File: config.mk
export PLATFORM = sky130hd
export DESIGN_NAME = pta_front
export DESIGN_NICKNAME = d
export VERILOG_FILES = /design/src/hw/rtl/pta_pkg.sv /design/src/hw/rtl/pta_front.sv
export SDC_FILE = /design/constraint.sdc
export NUM_CORES = 1
export LEC_CHECK = 0
export BUFFER_PORTS_ARGS = -buffer_cell sky130_fd_sc_hd__clkbuf_2
export CORE_AREA = 2 2 39 41
export DETAILED_ROUTE_END_ITERATION = 6
export DIE_AREA = 0 0 41 43
export GPL_TIMING_DRIVEN = 0
export PLACE_DENSITY_LB_ADDON = 0.3
export SYNTH_ARGS = -nofsm -noshare
export SYNTH_HDL_FRONTEND = slang
export SYNTH_SLANG_ARGS = --single-unit
File: constraint.sdc
create_clock -name vclk -period 1.2
set_input_delay 0.24 -clock vclk [all_inputs]
set_output_delay 0.24 -clock vclk [all_outputs]
set_load 0.02 [all_outputs]
File: src/hw/rtl/pta_pkg.sv
`default_nettype none

package pta_pkg;

   localparam int MAX_ALIASES   = 10;
   localparam int MAX_ALIAS_LEN = 50;

   localparam int CW = $clog2(MAX_ALIASES + 1);
   localparam int IW = (MAX_ALIASES > 1) ? $clog2(MAX_ALIASES) : 1;
   localparam int LW = $clog2(MAX_ALIAS_LEN + 1);
   localparam int TW = $clog2(MAX_ALIAS_LEN + 2);
   localparam int AW = (MAX_ALIAS_LEN > 1) ? $clog2(MAX_ALIAS_LEN) : 1;

   localparam int QUEUE_DEPTH = 4;
   localparam int QW = $clog2(QUEUE_DEPTH);

   localparam logic [7:0] CHAR_COMMA = 8'h2C;

   typedef enum logic [1:0] {
      KIND_ALIAS_CHAR,
      KIND_ALIAS_COMMA,
      KIND_PATH_CHAR,
      KIND_PATH_SEP
   } kind_type;

   typedef struct packed {
      logic       action;
      logic [7:0] byte_value;
      logic       last;
   } req_type;

   typedef struct packed {
      logic done_res;
      logic found;
   } rsp_type;

   typedef struct packed {
      kind_type   kind;
      logic [7:0] byte_value;
      logic       last;
   } item_type;

   typedef logic [MAX_ALIASES-1:0] mask_type;
   typedef logic [MAX_ALIASES-1:0][LW-1:0] lens_type;

   typedef struct packed {
      logic       is_path;
      logic       is_sep;
      logic       last;
      logic [7:0] byte_value;
      mask_type   keep_mask;
      mask_type   close_mask;
      mask_type   final_mask;
   } exec_type;

   function automatic logic is_separator(logic [7:0] c);
      return c inside {8'h21, 8'h40, 8'h23, 8'h24, 8'h25, 8'h5E, 8'h26, 8'h2A, 8'h28,
                       8'h29, 8'h2D, 8'h2B, 8'h2F, 8'h3C, 8'h3E, 8'h2C, 8'h7C};
   endfunction

   // Aliases whose length equals a closed token of nonzero, matchable length.
   function automatic mask_type close_hits(logic [TW-1:0] tl, logic [CW-1:0] cnt,
                                           lens_type lens);
      mask_type m;
      m = '0;
      for (int i = 0; i < MAX_ALIASES; i++) begin
         m[i] = (tl != '0) && (tl <= TW'(MAX_ALIAS_LEN)) && (CW'(i) < cnt)
                && (TW'(lens[i]) == tl);
      end
      return m;
   endfunction

   // Aliases that can still extend a match at token position tl.
   function automatic mask_type keep_allowed(logic [TW-1:0] tl, logic [CW-1:0] cnt,
                                             lens_type lens);
      mask_type m;
      m = '0;
      for (int i = 0; i < MAX_ALIASES; i++) begin
         m[i] = (CW'(i) < cnt) && (tl < TW'(lens[i]));
      end
      return m;
   endfunction

endpackage

`default_nettype wire

File: src/hw/rtl/pta_front.sv
`default_nettype none

module pta_front (
   input  wire logic              req_valid,
   output logic                   req_stall,
   input  wire pta_pkg::req_type  req_data,
   input  wire logic              queue_full,
   output logic                   push,
   output pta_pkg::item_type      push_item
);
   import pta_pkg::*;

   assign req_stall = queue_full;
   assign push      = req_valid && !queue_full;

   always_comb begin
      push_item.byte_value = req_data.byte_value;
      push_item.last       = req_data.last;
      if (req_data.action) begin
         push_item.kind = is_separator(req_data.byte_value) ? KIND_PATH_SEP : KIND_PATH_CHAR;
      end else begin
         push_item.kind = (req_data.byte_value == CHAR_COMMA) ? KIND_ALIAS_COMMA
                                                              : KIND_ALIAS_CHAR;
      end
   end

endmodule

`default_nettype wire

# Word-level counts from Yosys, hierarchy flattened
# Cells that the tools add are included.
op_classes:
  eq_ne: 17
  muxes: 3
  n_reduce_logical: 3
ops:
  columns: ["op", "n"]
  rows:
  - ["$eq 8x6->1 const B", 14]
  - ["$eq 8x7->1 const B", 3]
  - ["$reduce_bool 17->1", 1]
  - ["$mux 1", 2]
  - ["$mux 2", 1]
  - ["$logic_and 1x1->1", 1]
  - ["$logic_not 1->1", 1]
totals:
  register_bits: 0
  in_bits: 12
  out_inout_bits: 13
  word_cells: 23

# Depth between registers and ports, before layout
depth:
  depth_word: 4
  ltp_mapped: 3
  mapped_depth_nobuf: 3

# Worst setup path after synthesis
# No wires, ideal clock.
synth_timing:
  path_kind: "input to output"
  startpoint: "input req_data[3] (netlist name)"
  endpoint: "output push_item[9] (netlist name)"
  arrival_ns: 0.932
  t_required_ns: 0.960
  setup_slack_ns: 0.028
  stages: 3
  n_path_buf: 0
  path_cell_list: "nor4_2 > o211a_1 > o2111a_1"
synth_rtl:
  columns: ["item", "line", "rtl"]
  rows:
  - ["from (decl)", "pta_front.sv:6", "input wire pta_pkg::req_type req_data,"]
  - ["to (decl)", "pta_front.sv:9", "output pta_pkg::item_type push_item"]

==> metrics.txt <==
status finished with violations; failing checks negative setup slack; Crit Path Class in -> out; Slew headroom 88.1%; worst path required time 960 ps; internal power about 76 uW; Flop pwr share 0%; WL met3 approximately 50 microns; die extent in y 43 microns; DR top layer met3; Synth area leader buf_4; Worst setup SP type input port; Cells after Synth 26; fin worst setup slack -117 ps; Overflow after GRT 0; Tcrit/Tclk final 110%; final-layout clock buffer total 0; fin crit period 1320 ps; worst slew pin tran 177 ps; Initial Util 13.9%; final WL 532 microns; First DRT Iteration DRCs 0; top cells by area, synth buf_4 43%, nor3b_1 7.8%, nor2b_1 6.5%; initial antenna violation count 0; Net Switching 68.8 uW; DRC 0; I/O Pins 25; Hold Crit Class in -> out; RSZ-0062 raised after global routing true; critical path cell sequence buf_6 > a21boi_2 > o211a_1 > o2111a_1 > clkbuf_8; vias after detailed routing roughly 250; routed wl met2 between 300 and 400 microns; placed wire-length estimate 478 microns; Clock power frac 0%; Core ar. 1380 sq um; syn_nets 38; Final setup viols 1; Worst EP arrival ~1100 ps; Die ar. 1760 sq um; Die W 41 microns; maximum vdd drop 87.1 uV; largest net degree at the start of global routing 7; vias in the first global route 229; Synth Warn # 0; Placement Rows 14; leakage power ~0.23 nW; Sw Share 47.4%; max-slew violations 0; CP max stage cell o2111a_1; Area growth, synth to finish 105%; Crit Path Max Fanout 5; RePlAce Congestion 0.750; Reg area 0 sq um; setup tns final -117 ps; GRT Total Usage 5.79%; Seq/Total Area, Yosys 0%; Vias/cell ~3.7; layout cells sized above 1 76.9%; Avg WL per Cell between 7 and 8 microns; most frequent cells in the layout 19 x clkbuf_2, 13 x buf_4; crit-path max cell delay 230 ps; seq_cells 0; NumNets Final 66; Post-Syn Area between 150 and 200 sq um; commonest non-fill, non-tap cell in the layout clkbuf_2; n_diodes 0; Fmax 759 MHz; post-place setup slack -184 ps; I/O Buffers 24; first-pass GRT wire length 779 microns; Total Power 145 uW; met1 wire length 177 microns; distinct cell type count after synthesis 13; Syn Area/Cell 7.41 sq um; Power per Cell Area 367 nW/um^2; ANT nets after route 0; # Max-Cap Violations 0; Synth top area share between 40% and 50%; final hold viol count 0; CP Capture Type output port; Comb pwr share 100.0%; TritonRoute pass-1 iters 1
==> Yosys cell counts, drive strengths merged <==
master	n
buf	11
inv	2
nor2b	2
nor3b	2
a21boi	1
a21oi	1
a32o	1
nor3	1
nor4	1
o2111a	1
o211a	1
o211ai	1
o21ai	1
==> repair_timing <==
item | in CTS | in global routing
hold buffers | 0 | 0
pin swaps | 3 | 2
buffers inserted | 1 | 1
resized for setup | 5 | 9
endpoints found under the setup margin | 1 | 1
==> kinds of logic after synthesis <==
family | Yosys count | synth area share, %
buf+inv | 13 | 46.8
simple gates | 6 | 23.4
compound gates | 7 | 29.9
==> final cells by class <==
cell class | count | area, sq um
plain buffers | 11 | 82.6
fillers | 164 | 988
inverters | 2 | 7.51
multi-input cells | 13 | 115
well taps | 16 | 20.0
repair buffers | 26 | 170
==> worst paths after layout <==
path	start	to	slack, ps	cells after the start
worst max-delay path	req_data[5]	push_item[9]	-120	5
worst min-delay path	req_data[0]	push_item[0]	700	2
==> power by group through the flow <==
stage          Clock [mW]  Combinational [mW]  Sequential (mW)
4_1_cts                 0               0.135                0
6_report                0               0.145                0
2_1_floorplan           0              0.0746                0
3_3_place_gp            0               0.125                0
3_5_place_dp            0               0.126                0
5_1_grt                 0               0.157                0
==> worst max-delay path: cells and delay by family <==
| kind | cells | cell delay (ps) |
|---|---|---|
| AOI/OAI and AO/OA | 3 | 580 |
| buffers and inverters | 2 | 250 |
==> metrics by stage <==
stage	area [sq um]	hold slack, ps	util (%)	std cells
after floorplan	193	558	-	26
after global placement	333	705	24.1	66
after detailed placement	333	705	24.1	66
after CTS	367	704	26.5	67
after global routing	395	720	28.6	68
final	395	703	28.6	68
==> routing by layer <==
metal	vias up	track usage, %
li1	136	-
met3	0	0
met5	-	0
met2	11	11.9
met1	107	5.38
met4	0	2.00
(Power assumes the default switching activity.)
