### config.mk
export PLATFORM = sky130hd
export DESIGN_NAME = pta_fifo
export DESIGN_NICKNAME = d
export VERILOG_FILES = /design/src/hw/rtl/pta_pkg.sv /design/src/hw/rtl/pta_fifo.sv
export SDC_FILE = /design/constraint.sdc
export NUM_CORES = 1
export LEC_CHECK = 0
export BUFFER_PORTS_ARGS = -buffer_cell sky130_fd_sc_hd__buf_2
export CORE_ASPECT_RATIO = 0.5
export CORE_MARGIN = 2
export CORE_UTILIZATION = 55
export DETAILED_ROUTE_END_ITERATION = 6
export GPL_ROUTABILITY_DRIVEN = 1
export GPL_TIMING_DRIVEN = 0
export MAX_ROUTING_LAYER = met4
export PLACE_DENSITY_LB_ADDON = 0.1
export SKIP_CTS_REPAIR_TIMING = 1
export SLEW_MARGIN = 20
export SYNTH_ARGS = -nofsm -noshare
export SYNTH_HDL_FRONTEND = slang
export SYNTH_SLANG_ARGS = --single-unit
export TNS_END_PERCENT = 1
### constraint.sdc
create_clock -name clock -period 1.7 [get_ports clock]
set_clock_uncertainty 0.05 [all_clocks]
set_input_delay 0.17 -clock clock [delete_from_list [all_inputs] [get_ports clock]]
set_output_delay 0.17 -clock clock [all_outputs]
set_load 0.005 [all_outputs]
### src/hw/rtl/pta_pkg.sv
`default_nettype none

package pta_pkg;

   localparam int MAX_ALIASES   = 10;
   localparam int MAX_ALIAS_LEN = 50;

   localparam int CW = $clog2(MAX_ALIASES + 1);
   localparam int IW = (MAX_ALIASES > 1) ? $clog2(MAX_ALIASES) : 1;
   localparam int LW = $clog2(MAX_ALIAS_LEN + 1);
   localparam int TW = $clog2(MAX_ALIAS_LEN + 2);
   localparam int AW = (MAX_ALIAS_LEN > 1) ? $clog2(MAX_ALIAS_LEN) : 1;

   localparam int QUEUE_DEPTH = 4;
   localparam int QW = $clog2(QUEUE_DEPTH);

   localparam logic [7:0] CHAR_COMMA = 8'h2C;

   typedef enum logic [1:0] {
      KIND_ALIAS_CHAR,
      KIND_ALIAS_COMMA,
      KIND_PATH_CHAR,
      KIND_PATH_SEP
   } kind_type;

   typedef struct packed {
      logic       action;
      logic [7:0] byte_value;
      logic       last;
   } req_type;

   typedef struct packed {
      logic done_res;
      logic found;
   } rsp_type;

   typedef struct packed {
      kind_type   kind;
      logic [7:0] byte_value;
      logic       last;
   } item_type;

   typedef logic [MAX_ALIASES-1:0] mask_type;
   typedef logic [MAX_ALIASES-1:0][LW-1:0] lens_type;

   typedef struct packed {
      logic       is_path;
      logic       is_sep;
      logic       last;
      logic [7:0] byte_value;
      mask_type   keep_mask;
      mask_type   close_mask;
      mask_type   final_mask;
   } exec_type;

   function automatic logic is_separator(logic [7:0] c);
      return c inside {8'h21, 8'h40, 8'h23, 8'h24, 8'h25, 8'h5E, 8'h26, 8'h2A, 8'h28,
                       8'h29, 8'h2D, 8'h2B, 8'h2F, 8'h3C, 8'h3E, 8'h2C, 8'h7C};
   endfunction

   // Aliases whose length equals a closed token of nonzero, matchable length.
   function automatic mask_type close_hits(logic [TW-1:0] tl, logic [CW-1:0] cnt,
                                           lens_type lens);
      mask_type m;
      m = '0;
      for (int i = 0; i < MAX_ALIASES; i++) begin
         m[i] = (tl != '0) && (tl <= TW'(MAX_ALIAS_LEN)) && (CW'(i) < cnt)
                && (TW'(lens[i]) == tl);
      end
      return m;
   endfunction

   // Aliases that can still extend a match at token position tl.
   function automatic mask_type keep_allowed(logic [TW-1:0] tl, logic [CW-1:0] cnt,
                                             lens_type lens);
      mask_type m;
      m = '0;
      for (int i = 0; i < MAX_ALIASES; i++) begin
         m[i] = (CW'(i) < cnt) && (tl < TW'(lens[i]));
      end
      return m;
   endfunction

endpackage

`default_nettype wire

### src/hw/rtl/pta_fifo.sv
`default_nettype none

module pta_fifo (
   input  wire logic               clock,
   input  wire logic               reset,
   input  wire logic               push,
   input  wire pta_pkg::item_type  push_item,
   input  wire logic               pop,
   output logic                    head_valid,
   output pta_pkg::item_type       head_item,
   output logic                    full
);
   import pta_pkg::*;

   item_type        entries_ff [QUEUE_DEPTH];
   logic [QW-1:0]   wr_ptr_ff, wr_ptr_in;
   logic [QW-1:0]   rd_ptr_ff, rd_ptr_in;
   logic [QW:0]     count_ff, count_in;

   assign head_valid = (count_ff != '0);
   assign head_item  = entries_ff[rd_ptr_ff];
   assign full       = (count_ff == (QW+1)'(QUEUE_DEPTH));

   always_comb begin
      wr_ptr_in = wr_ptr_ff;
      rd_ptr_in = rd_ptr_ff;
      count_in  = count_ff;
      if (push) begin
         wr_ptr_in = (wr_ptr_ff == QW'(QUEUE_DEPTH - 1)) ? '0 : wr_ptr_ff + QW'(1);
      end
      if (pop) begin
         rd_ptr_in = (rd_ptr_ff == QW'(QUEUE_DEPTH - 1)) ? '0 : rd_ptr_ff + QW'(1);
      end
      if (push && !pop) begin
         count_in = count_ff + (QW+1)'(1);
      end else if (!push && pop) begin
         count_in = count_ff - (QW+1)'(1);
      end
   end

   always_ff @(posedge clock) begin
      if (reset) begin
         wr_ptr_ff <= '0;
         rd_ptr_ff <= '0;
         count_ff  <= '0;
      end else begin
         wr_ptr_ff <= wr_ptr_in;
         rd_ptr_ff <= rd_ptr_in;
         count_ff  <= count_in;
      end
   end

   always_ff @(posedge clock) begin
      if (push) begin
         entries_ff[wr_ptr_ff] <= push_item;
      end
   end

endmodule

`default_nettype wire

==> Word-level counts from Yosys, hierarchy flattened <==
Memory sizes are Yosys's and may differ from the RTL's. A register that Yosys moved wholly into a read port is not among the register bits.
Cells that the tools add are included.
{ "classes": {"add_sub_neg": 4, "eq_ne": 3, "mux": 8, "n_reduce_logical": 6} }
{ "op_table": {"columns": ["cell", "n"], "rows": [
  ["2-to-1 mux 2 bit", 4],
  ["2-to-1 mux 3 bit", 2],
  ["adder 2 x 1 -> 2 bit (second input constant)", 2],
  ["equality test 2 bit (second input constant)", 2],
  ["adder 3 x 1 -> 3 bit (second input constant)", 1],
  ["equality test 3 bit (second input constant)", 1],
  ["nonzero test 3 bit", 1],
  ["subtractor 3 x 1 -> 3 bit (second input constant)", 1],
  ["logical AND 1 bit", 2],
  ["zero test 1 bit", 2],
  ["2-to-1 mux 1 bit", 2],
  ["nonzero test 2 bit", 1]
]} }
{ "totals": {"reg_bits": 7, "mem_bits_rw": 44, "input_bits": 15, "elab_cells": 25, "memories": 1} }
{ "mem_list": {"columns": ["memory", "depth", "width", "read_ports", "rd_ports_with_merged_regs", "wr", "line", "source"], "rows": [
  ["entries_ff", 4, 11, 1, 1, 1, "pta_fifo.sv:15", "item_type entries_ff [QUEUE_DEPTH];"]
]} }

==> Logic depth before layout (Yosys ltp) <==
Gate-level depths: netlist of the first run.
{ "logic_depth": {"ltp_word": 4, "mapped_depth": 7} }

==> Least setup slack after synthesis of the first run <==
Ideal clock, no wire load.
{ "synth_path": {"path_kind": "input -> register", "from": "input port pop", "to": "register count_ff[2]", "setup_ps": 70, "arrival_ps": 1362, "required_ps": 1580, "setup_slack_ps": 218, "stages": 7, "n_path_buf": 0, "cell_sequence": "inv_1 ha_1 inv_1 fa_1 xor2_1 or3_1 a21oi_1"} }
{ "synth_via": {"elab_chain_cells": 3, "word_cells_on_any_way": 5} }
{ "synth_lines": {"columns": ["element", "line", "source"], "rows": [
  ["start: declaration", "pta_fifo.sv:8", "input wire logic pop,"],
  ["zero test 1 bit", "pta_fifo.sv:34", "if (push && !pop) begin"],
  ["logical AND 1 bit", "pta_fifo.sv:34", null],
  ["2-to-1 mux 3 bit or nonzero test 2 bit (tied branches)", null, null],
  ["end signal: assignment", "pta_fifo.sv:49", "count_ff <= count_in;"],
  ["end: declaration", "pta_fifo.sv:18", "logic [QW:0] count_ff, count_in;"]
]} }
Parallel ways exist; a longest one is shown, timed or not.
A chain may end at the register's enable or synchronous reset.

==> summary.md, run 1 <==
| Metric | Value |
|---|---|
| CP Data Required Time | 1480 ps |
| GR Overflow Total | 0 |
| Non-filler cells, final | 187 |
| CP Data Arrival Time | 1480 ps |
| Die Ht | 47.0 um |
| F_max | 0.589 GHz |
| Hold/Removal Path Class | input pin to flip-flop |
| Top cells by count, synth | edfxtp_1 (44), mux4_2 (10), dfxtp_1 (9) |
| Worst R2R Setup Slack | 180 ps |
| Antenna-violating nets left | 0 |
| Min Hold Slack | 23.2 ps |
| Top-count cell post-synth | edfxtp_1 |
| Ports | 28 |
| Initial antenna violation count | 0 |
| Sequential-to-total area share from yosys stat | 0.739 |
| DRT Wirelength | 2.92 mm |
| Max_slew headroom | 0.614 |
| TritonCTS clock tree | built |
| Overall Global Routing Usage | 0.168 |
| Worst hold start | push_item[1] |
| FF+latch count, synth | 53 |
| Worst vdd ir | 0.483 mV |
| Tmin final | 1700 ps |
| Status | completed |
| Pre-Repair DR Iteration Count | 4 |
| Routed vias | 975 |
| Pin count of the biggest net entering global routing | 19 |
| Max H-tree Level | 2 |
| Synth Instances | 101 |
| PD cells | 1070 nW/um^2 |
| Initial core utilization | 0.582 |
| Share of cells above drive strength 1 | 0.353 |
| Max FO, Critical Path | 10 |
| Area Growth Syn to Fin | 15.0% |
| Worst setup margin | 2.85 ps |
| Die width | 89.9 um |
| Max Cap Viol | 0 |
| Synth Net Count | 123 |
| Vias in the first global route | 1011 |
| CTS Root Cell | clkbuf_8 |
| Cell Area, Placed | 2230 sq um |
| Final Cell Area | 2340 sq um |
| Clk_lat worst skew | 300 ps |
| FILL cells | 262 |
| Dominant cells by area after synthesis | edfxtp_1 (65%), mux4_2 (11%), dfxtp_1 (8.9%), ha_1 (3.7%), mux2i_1 (2.0%) |
| Register Area | 1510 sq um |
| Port-buffer cells | 27 |
| Type of origin of the critical path | flip-flop |
| CTS Buf Count | 5 |
| Gpl congestion | 0.704 |
| Max Slew Vio Count | 0 |
| Clk buf depth | 2 |
| # clock sinks | 53 |
| Estimated wirelength of the detail-placed design | 1.94 mm |
| Average vias per placed instance | 5.21 |
| Setup violators final | 0 |
| Post-layout util | 0.669 |
| Post-synth top flop | edfxtp_1 |
| Hold Path Sink | entries_ff[2][1] |
| Top cell type's share of synthesized area | 0.651 |
| Crit end category | primary output |
| Area occupied by multi-input gates | 498 sq um |
| Worst R2R Start | count_ff[0] |
| Avg Inst Size Synth | 20.1 sq um |
| Worst-path clk slew | 100 ps |
| Place WS | 9.61 ps |
| LEAKAGE | 0.849 nW |
| Core area | 3490 sq um |
| Critical path class | flip-flop to primary output |
| R2R depth | 4 |
| Final Hold Vio Count | 0 |
| Cell taking the most area after synthesis | edfxtp_1 |
| Placed instance count | 179 |
| Worst Tran Pin Value | 579 ps |
| Worst hold stages | 1 |
| Die area | 4220 sq um |
| Number of flops mapped to enable cells by yosys | 44 |
| Total Neg Setup Slack | 0 ps |
| Unique masters post-synth | 17 |
| Initial DRC Count | 28 |
| Async S/R FF share, synth | 0 |
| Tcrit/Tclk final | 0.998 |
| Drt wl/cell | 15.6 um |
| Total power | 2.49 mW |
| Synth warn | 0 |
| Std cell rows | 15 |
| Ant. Diodes | 0 |
| Unrepaired setup endpoints after global routing | yes |
| First-pass GRT wire length | 4.84 mm |
| Final nets | 157 |
| Syn Std Cell Area | 2030 sq um |
| Crit Reg-Reg Endpoint | count_ff[2] |
| DRC | 0 |
[state kept, by name (all words and copies together), names as in the netlist, named ones only]
register / count
count_ff: 3
entries_ff: 44
rd_ptr_ff: 2
wr_ptr_ff: 2
[cells by family (layout without fill, tap and decap cells)]
family | after synthesis | after routing | synth area share
and+or+nand+nor | 15 | 15 | 0.0388
AOI/OAI and AO/OA | 3 | 3 | 0.00739
xor gates and xnor gates | 2 | 2 | 0.00863
DFF | 53 | 53 | 0.739
buffers and inverters | 6 | 41 | 0.0154
adders and majority gates | 7 | 7 | 0.0468
muxes | 15 | 15 | 0.144
[placed cells by master, fill, tap and decap left out]
cell type / count
buf_2: 28
fa_1: 1
inv_6: 1
a21oi_1: 2
dfxtp_1: 8
nor3b_1: 2
xor2_1: 2
ha_1: 6
clkinv_4: 1
mux4_1: 1
o21ai_0: 1
clkbuf_8: 5
mux4_2: 10
dfxtp_4: 1
buf_12: 1
mux2i_1: 4
inv_1: 4
edfxtp_1: 44
clkinvlp_4: 1
and2_1: 4
nor2_1: 7
or3_1: 2
[power by group]
part / total (mW) / internal (mW) / switching, mW
clock: 0.712 / 0.298 / 0.414
sequential: 1.51 / 1.48 / 0.0327
combinational: 0.267 / 0.142 / 0.125
total: 2.49 / 1.92 / 0.573
[critical path, stage by stage, from the launching register on]
cell	delay, ps
dfxtp_4	370
buf_12	150
mux4_2	510
buf_2	140
[metal layers]
layer / share of wire / GRT usage / up-vias
li1: - / - / 461
met1: 0.44 / 0.200 / 481
met2: 0.49 / 0.276 / 28
met3: 0.055 / 0.0546 / 5
met4: 0.012 / 0.0738 / 0
met5: 0 / - / -
[final cells by class]
| cell class | count | share of cell area |
|---|---|---|
| Tap cell | 51 | 0.0273 |
| Timing Repair Buffer | 27 | 0.0578 |
| Inverter | 4 | 0.00643 |
| Sequential cell | 53 | 0.644 |
| Clock buffer | 5 | 0.0295 |
| Clock inverter | 3 | 0.0107 |
| Multi-Input combinational cell | 42 | 0.213 |
| Buffer | 2 | 0.0107 |
[worst max path at each step]
stage / from / endpoint
finish: flip-flop / head_item[8]
global route: flip-flop / head_item[8]
CTS: flip-flop / head_item[8]
detailed placement: pop / count_ff[2]
global placement: pop / count_ff[2]
floorplan: pop / count_ff[2]
Note: power is estimated with default switching activity, not from simulation.
==> run 2: changes to the inputs <==
--- a/config.mk
+++ b/config.mk
@@ -8,7 +8,7 @@
 export BUFFER_PORTS_ARGS = -buffer_cell sky130_fd_sc_hd__buf_2
 export CORE_ASPECT_RATIO = 0.5
 export CORE_MARGIN = 2
-export CORE_UTILIZATION = 55
+export CORE_UTILIZATION = 50
 export DETAILED_ROUTE_END_ITERATION = 6
 export GPL_ROUTABILITY_DRIVEN = 1
 export GPL_TIMING_DRIVEN = 0
==> constraint.sdc (replaced) <==
create_clock -name clock -period 1.5 [get_ports clock]
set_clock_uncertainty 0.05 [all_clocks]
set_input_delay 0.15 -clock clock [delete_from_list [all_inputs] [get_ports clock]]
set_output_delay 0.15 -clock clock [all_outputs]
set_load 0.005 [all_outputs]
==> run 2 against run 1 <==
The flow now finishes with violations (negative setup slack). Critical path depth stayed put. Flip-flop and latch count unchanged. Final cell count grew 2.1%. Via count up 1.8%. Die area is 9.3% higher. Setup slack got worse by 160 ps.
==> summary.md, run 2 (synthesis gave the netlist of run 1 again) <==
| Metric | Value |
|---|---|
| F_max | 0.602 GHz |
| LEAKAGE | 0.857 nW |
| Clk buf depth | 2 |
| DRC | 0 |
| Clk_lat worst skew | 290 ps |
| Unrepaired setup endpoints after global routing | yes |
| Max FO, Critical Path | 10 |
| Cell Area, Placed | 2230 sq um |
| Failing checks | negative setup slack |
| CP max stage cell | mux4_2 |
| First-pass GRT wire length | 5.07 mm |
| Max Slew Vio Count | 0 |
| CP peak stage delay | 500 ps |
| Max reg flops | 44 |
| Max Cap Viol | 0 |
| Gpl congestion | 0.725 |
| Pin count of the biggest net entering global routing | 17 |
| Routed vias | 993 |
| Hold/Removal Path Class | input pin to flip-flop |
| Pre-Repair DR Iteration Count | 2 |
| Final Cell Area | 2350 sq um |
| Worst-path clk slew | 100 ps |
| Critical path class | flip-flop to primary output |
| Most common cell after layout, fill and taps aside | edfxtp_1 |
| Crit-path cells | buf_12 > mux4_2 > buf_2 |
| CP top delay family | multiplexers |
| Crit path buffers/inverters | 2 |
| Max_slew headroom | 0.789 |
| PD cells | 1190 nW/um^2 |
| CP Data Required Time | 1300 ps |
| Total Neg Setup Slack | -1580 ps |
| Area Growth Syn to Fin | 15.6% |
| GR Overflow Total | 0 |
| Non-filler cells, final | 191 |
| Average vias per placed instance | 5.20 |
| CTS Root Cell | clkbuf_8 |
| Setup violators final | 12 |
| Type of origin of the critical path | flip-flop |
| Crit end category | primary output |
| Initial core utilization | 0.520 |
| Die Ht | 49.1 um |
| Placed instance count | 182 |
| Top reg by flops | entries_ff |
| CTS Buf Count | 5 |
| Initial antenna violation count | 0 |
| Tmin final | 1660 ps |
| Overall Global Routing Usage | 0.156 |
| Die width | 94.1 um |
| Worst Tran Pin Value | 316 ps |
| Worst vdd ir | 0.621 mV |
| Initial DRC Count | 79 |
| Ant. Diodes | 0 |
| Estimated wirelength of the detail-placed design | 2.05 mm |
| Port-buffer cells | 27 |
| Vias in the first global route | 1017 |
| Share of cells above drive strength 1 | 0.380 |
| Total power | 2.79 mW |
| Max H-tree Level | 2 |
| # clock sinks | 53 |
| Final nets | 158 |
| Core area | 3900 sq um |
| Antenna-violating nets left | 0 |
| Std cell rows | 16 |
| Ports | 28 |
| Drt wl/cell | 16.3 um |
| CP Data Arrival Time | 1460 ps |
| Tcrit/Tclk final | 1.11 |
| TritonCTS clock tree | built |
| Biggest regs | entries_ff: 44 flops, count_ff: 3 flops |
| Status | complete, but fails checks |
| Die area | 4620 sq um |
| Final Hold Vio Count | 0 |
| DRT Wirelength | 3.11 mm |
| Worst setup margin | -162 ps |
| Most frequent cells in the layout | edfxtp_1 (44), buf_2 (28), mux4_2 (10) |
-- run 2: cell types whose count changed in the layout (fill, tap and decap cells not counted), sizes merged --
cell         delta
clkinvlp        -1
dlygate4sd3     +1
clkinv          +2
inv             -1
-- run 2: power breakdown --
group / switching (mW) / internal, mW
sequential: 0.0392 / 1.68
clock: 0.444 / 0.323
combinational: 0.144 / 0.163
total: 0.627 / 2.16
-- run 2: layout make-up --
| class | instances | area, sq um |
|---|---|---|
| buffer | 2 | 25.0 |
| sequential | 53 | 1510 |
| clock inverter | 3 | 17.5 |
| timing repair buffer | 28 | 145 |
| tap | 54 | 67.6 |
| multi-input combinational | 42 | 503 |
| fill | 292 | 1560 |
| inverter | 4 | 15.0 |
| clock buffer | 5 | 68.8 |
-- run 2: worst reg2reg max path: stages (launching register included) --
cell     delay, ps
dfxtp_2        350
fa_1           430
xor2_1         160
or3_1          310
a21oi_1        140
-- run 2: worst paths after layout --
check / from / to / slack (ps) / depth (start not counted)
worst max-delay path: flip-flop / head_item[4] / -160 / 3
worst min-delay path: push_item[7] / entries_ff[2][7] / 8 / 1
worst max register to register: count_ff[0] / count_ff[2] / 0 / 4
worst min register to register: count_ff[2] / count_ff[2] / 460 / 2
-- run 2: stage by stage --
| step | utilization | worst slack [ps] | hold WS, ps |
|---|---|---|---|
| after floorplan | - | 38.4 | 169 |
| after global placement | 0.572 | -154 | 315 |
| after detailed placement | 0.572 | -187 | 318 |
| after CTS | 0.594 | -263 | -0.694 |
| after global routing | 0.602 | -239 | 2.18 |
| final | 0.602 | -162 | 7.74 |
-- run 2: metal layers --
metal  GRT usage  part of all wire  vias to the layer above
met5           -                 0                        -
met4      0.0507            0.0077                        0
met3      0.0479             0.045                        5
met2       0.227              0.48                       23
met1       0.214              0.47                      504
li1            -                 -                      461
==> run 3: changes to the inputs <==
--- a/config.mk
+++ b/config.mk
@@ -9,6 +9,7 @@
 export CORE_ASPECT_RATIO = 0.5
 export CORE_MARGIN = 2
 export CORE_UTILIZATION = 50
+export CTS_BUF_LIST = sky130_fd_sc_hd__clkbuf_16
 export DETAILED_ROUTE_END_ITERATION = 6
 export GPL_ROUTABILITY_DRIVEN = 1
 export GPL_TIMING_DRIVEN = 0
==> run 3 against run 2 <==
The run still ends with negative setup slack left. Worst hold slack improved by 14 ps. Critical path depth unchanged. Total power rose by 12%. Routed wire length up 0.26%. Largest cell class unchanged. Largest power group unchanged.
==> summary.md, run 3 (synthesis gave the netlist of run 1 again) <==
| Metric | Value |
|---|---|
| Status | complete, but fails checks |
| Failing checks | negative setup slack |
| Routed vias | 989 |
| Top reg by flops | entries_ff |
| CTS Buf Count | 5 |
| Port-buffer cells | 27 |
| CP Data Required Time | 1300 ps |
| Tmin final | 1660 ps |
| Crit-path cells | clkbuf_16 > mux4_2 > buf_2 |
| CP max stage cell | mux4_2 |
| Biggest regs | entries_ff: 44 flops, count_ff: 3 flops |
| PD cells | 1290 nW/um^2 |
| GR Overflow Total | 0 |
| Die area | 4620 sq um |
| Die Ht | 49.1 um |
| Unrepaired setup endpoints after global routing | yes |
| CP Data Arrival Time | 1460 ps |
| Worst setup margin | -161 ps |
| Core area | 3900 sq um |
| Die width | 94.1 um |
| Final nets | 158 |
| Std cell rows | 16 |
| CP top delay family | multiplexers |
| Estimated wirelength of the detail-placed design | 2.05 mm |
| DRT Wirelength | 3.11 mm |
| Pre-Repair DR Iteration Count | 4 |
| Crit path buffers/inverters | 2 |
| Ports | 28 |
| TritonCTS clock tree | built |
| Max FO, Critical Path | 5 |
| Gpl congestion | 0.725 |
| Worst vdd ir | 0.704 mV |
| Ant. Diodes | 0 |
| Worst-path clk slew | 60 ps |
| Max H-tree Level | 2 |
| Vias in the first global route | 1007 |
| Critical path class | flip-flop to primary output |
| CP peak stage delay | 490 ps |
| CTS Root Cell | clkbuf_16 |
| Drt wl/cell | 16.3 um |
| Clk_lat worst skew | 290 ps |
| Max reg flops | 44 |
| Hold/Removal Path Class | input pin to flip-flop |
| Type of origin of the critical path | flip-flop |
| Place WS | -187 ps |
| Most common cell after layout, fill and taps aside | edfxtp_1 |
| Average vias per placed instance | 5.18 |
| DRC | 0 |
| Final Hold Vio Count | 0 |
| Overall Global Routing Usage | 0.161 |
| First-pass GRT wire length | 5.13 mm |
| Most frequent cells in the layout | edfxtp_1 (44), buf_2 (27), mux4_2 (10) |
| Share of cells above drive strength 1 | 0.387 |
| Crit end category | primary output |
| Total power | 3.13 mW |
| Max Slew Vio Count | 0 |
| Max Cap Viol | 0 |
| Worst Tran Pin Value | 309 ps |
| Clk buf depth | 2 |
| Initial antenna violation count | 0 |
| Setup violators final | 11 |
| Initial DRC Count | 57 |
| Antenna-violating nets left | 0 |
| Area Growth Syn to Fin | 19.3% |
| Initial core utilization | 0.520 |
| Pin count of the biggest net entering global routing | 17 |
| LEAKAGE | 0.889 nW |
| F_max | 0.602 GHz |
| Max_slew headroom | 0.794 |
| # clock sinks | 53 |
| Tcrit/Tclk final | 1.11 |
## run 3: cell count changes in the layout (fill, tap and decap cells not counted)
cell / delta
buf_2: -1
clkbuf_16: +6
clkbuf_4: +1
clkbuf_8: -5
dlygate4sd3_1: -1
## run 3: worst paths after layout
| kind | from | to | slack, ps | cells past startpoint |
|---|---|---|---|---|
| max | flip-flop | head_item[1] | -160 | 3 |
| min | push_item[3] | entries_ff[2][3] | 20 | 1 |
| max reg2reg | count_ff[0] | count_ff[2] | 0 | 4 |
| min reg2reg | count_ff[2] | count_ff[2] | 460 | 2 |
## run 3: worst reg2reg max path, delay by kind of cell, from the launching register on
| kind | cells | cell delay [ps] |
|---|---|---|
| DFF | 1 | 350 |
| AOI/OAI and AO/OA | 1 | 140 |
| adders and majority gates | 1 | 430 |
| xor gates and xnor gates | 1 | 160 |
| and+or+nand+nor | 1 | 310 |
## run 3: area by class of cell
type	instances	area, sq um
well taps	54	67.6
fillers	285	1480
repair buffers	28	160
inverters	4	15.0
plain buffers	2	27.5
multi-input cells	42	503
clock buffers	5	125
flip-flops and latches	53	1510
clock inverters	3	17.5
## run 3: power by group
part / switching (mW) / internal [mW] / total, mW
Clock: 0.483 / 0.612 / 1.10
Sequential: 0.0411 / 1.68 / 1.72
Combinational: 0.143 / 0.170 / 0.313
## run 3: metal layers
metal,share of wire,global-route usage,vias to the layer above
li1,-,-,465
met3,0.049,0.0572,4
met5,0,-,-
met2,0.47,0.226,21
met4,0.015,0.0652,0
met1,0.47,0.218,499
## run 3: stage by stage
step	util	instances	TNS, ps	hold WS, ps	area, sq um
6_report	0.621	191	-1500	22.0	2420
5_1_grt	0.621	191	-2160	18.6	2420
4_1_cts	0.609	190	-2360	15.9	2380
3_5_place_dp	0.572	182	-187	318	2230
3_3_place_gp	0.572	182	-212	315	2230
2_1_floorplan	-	101	0	169	2030
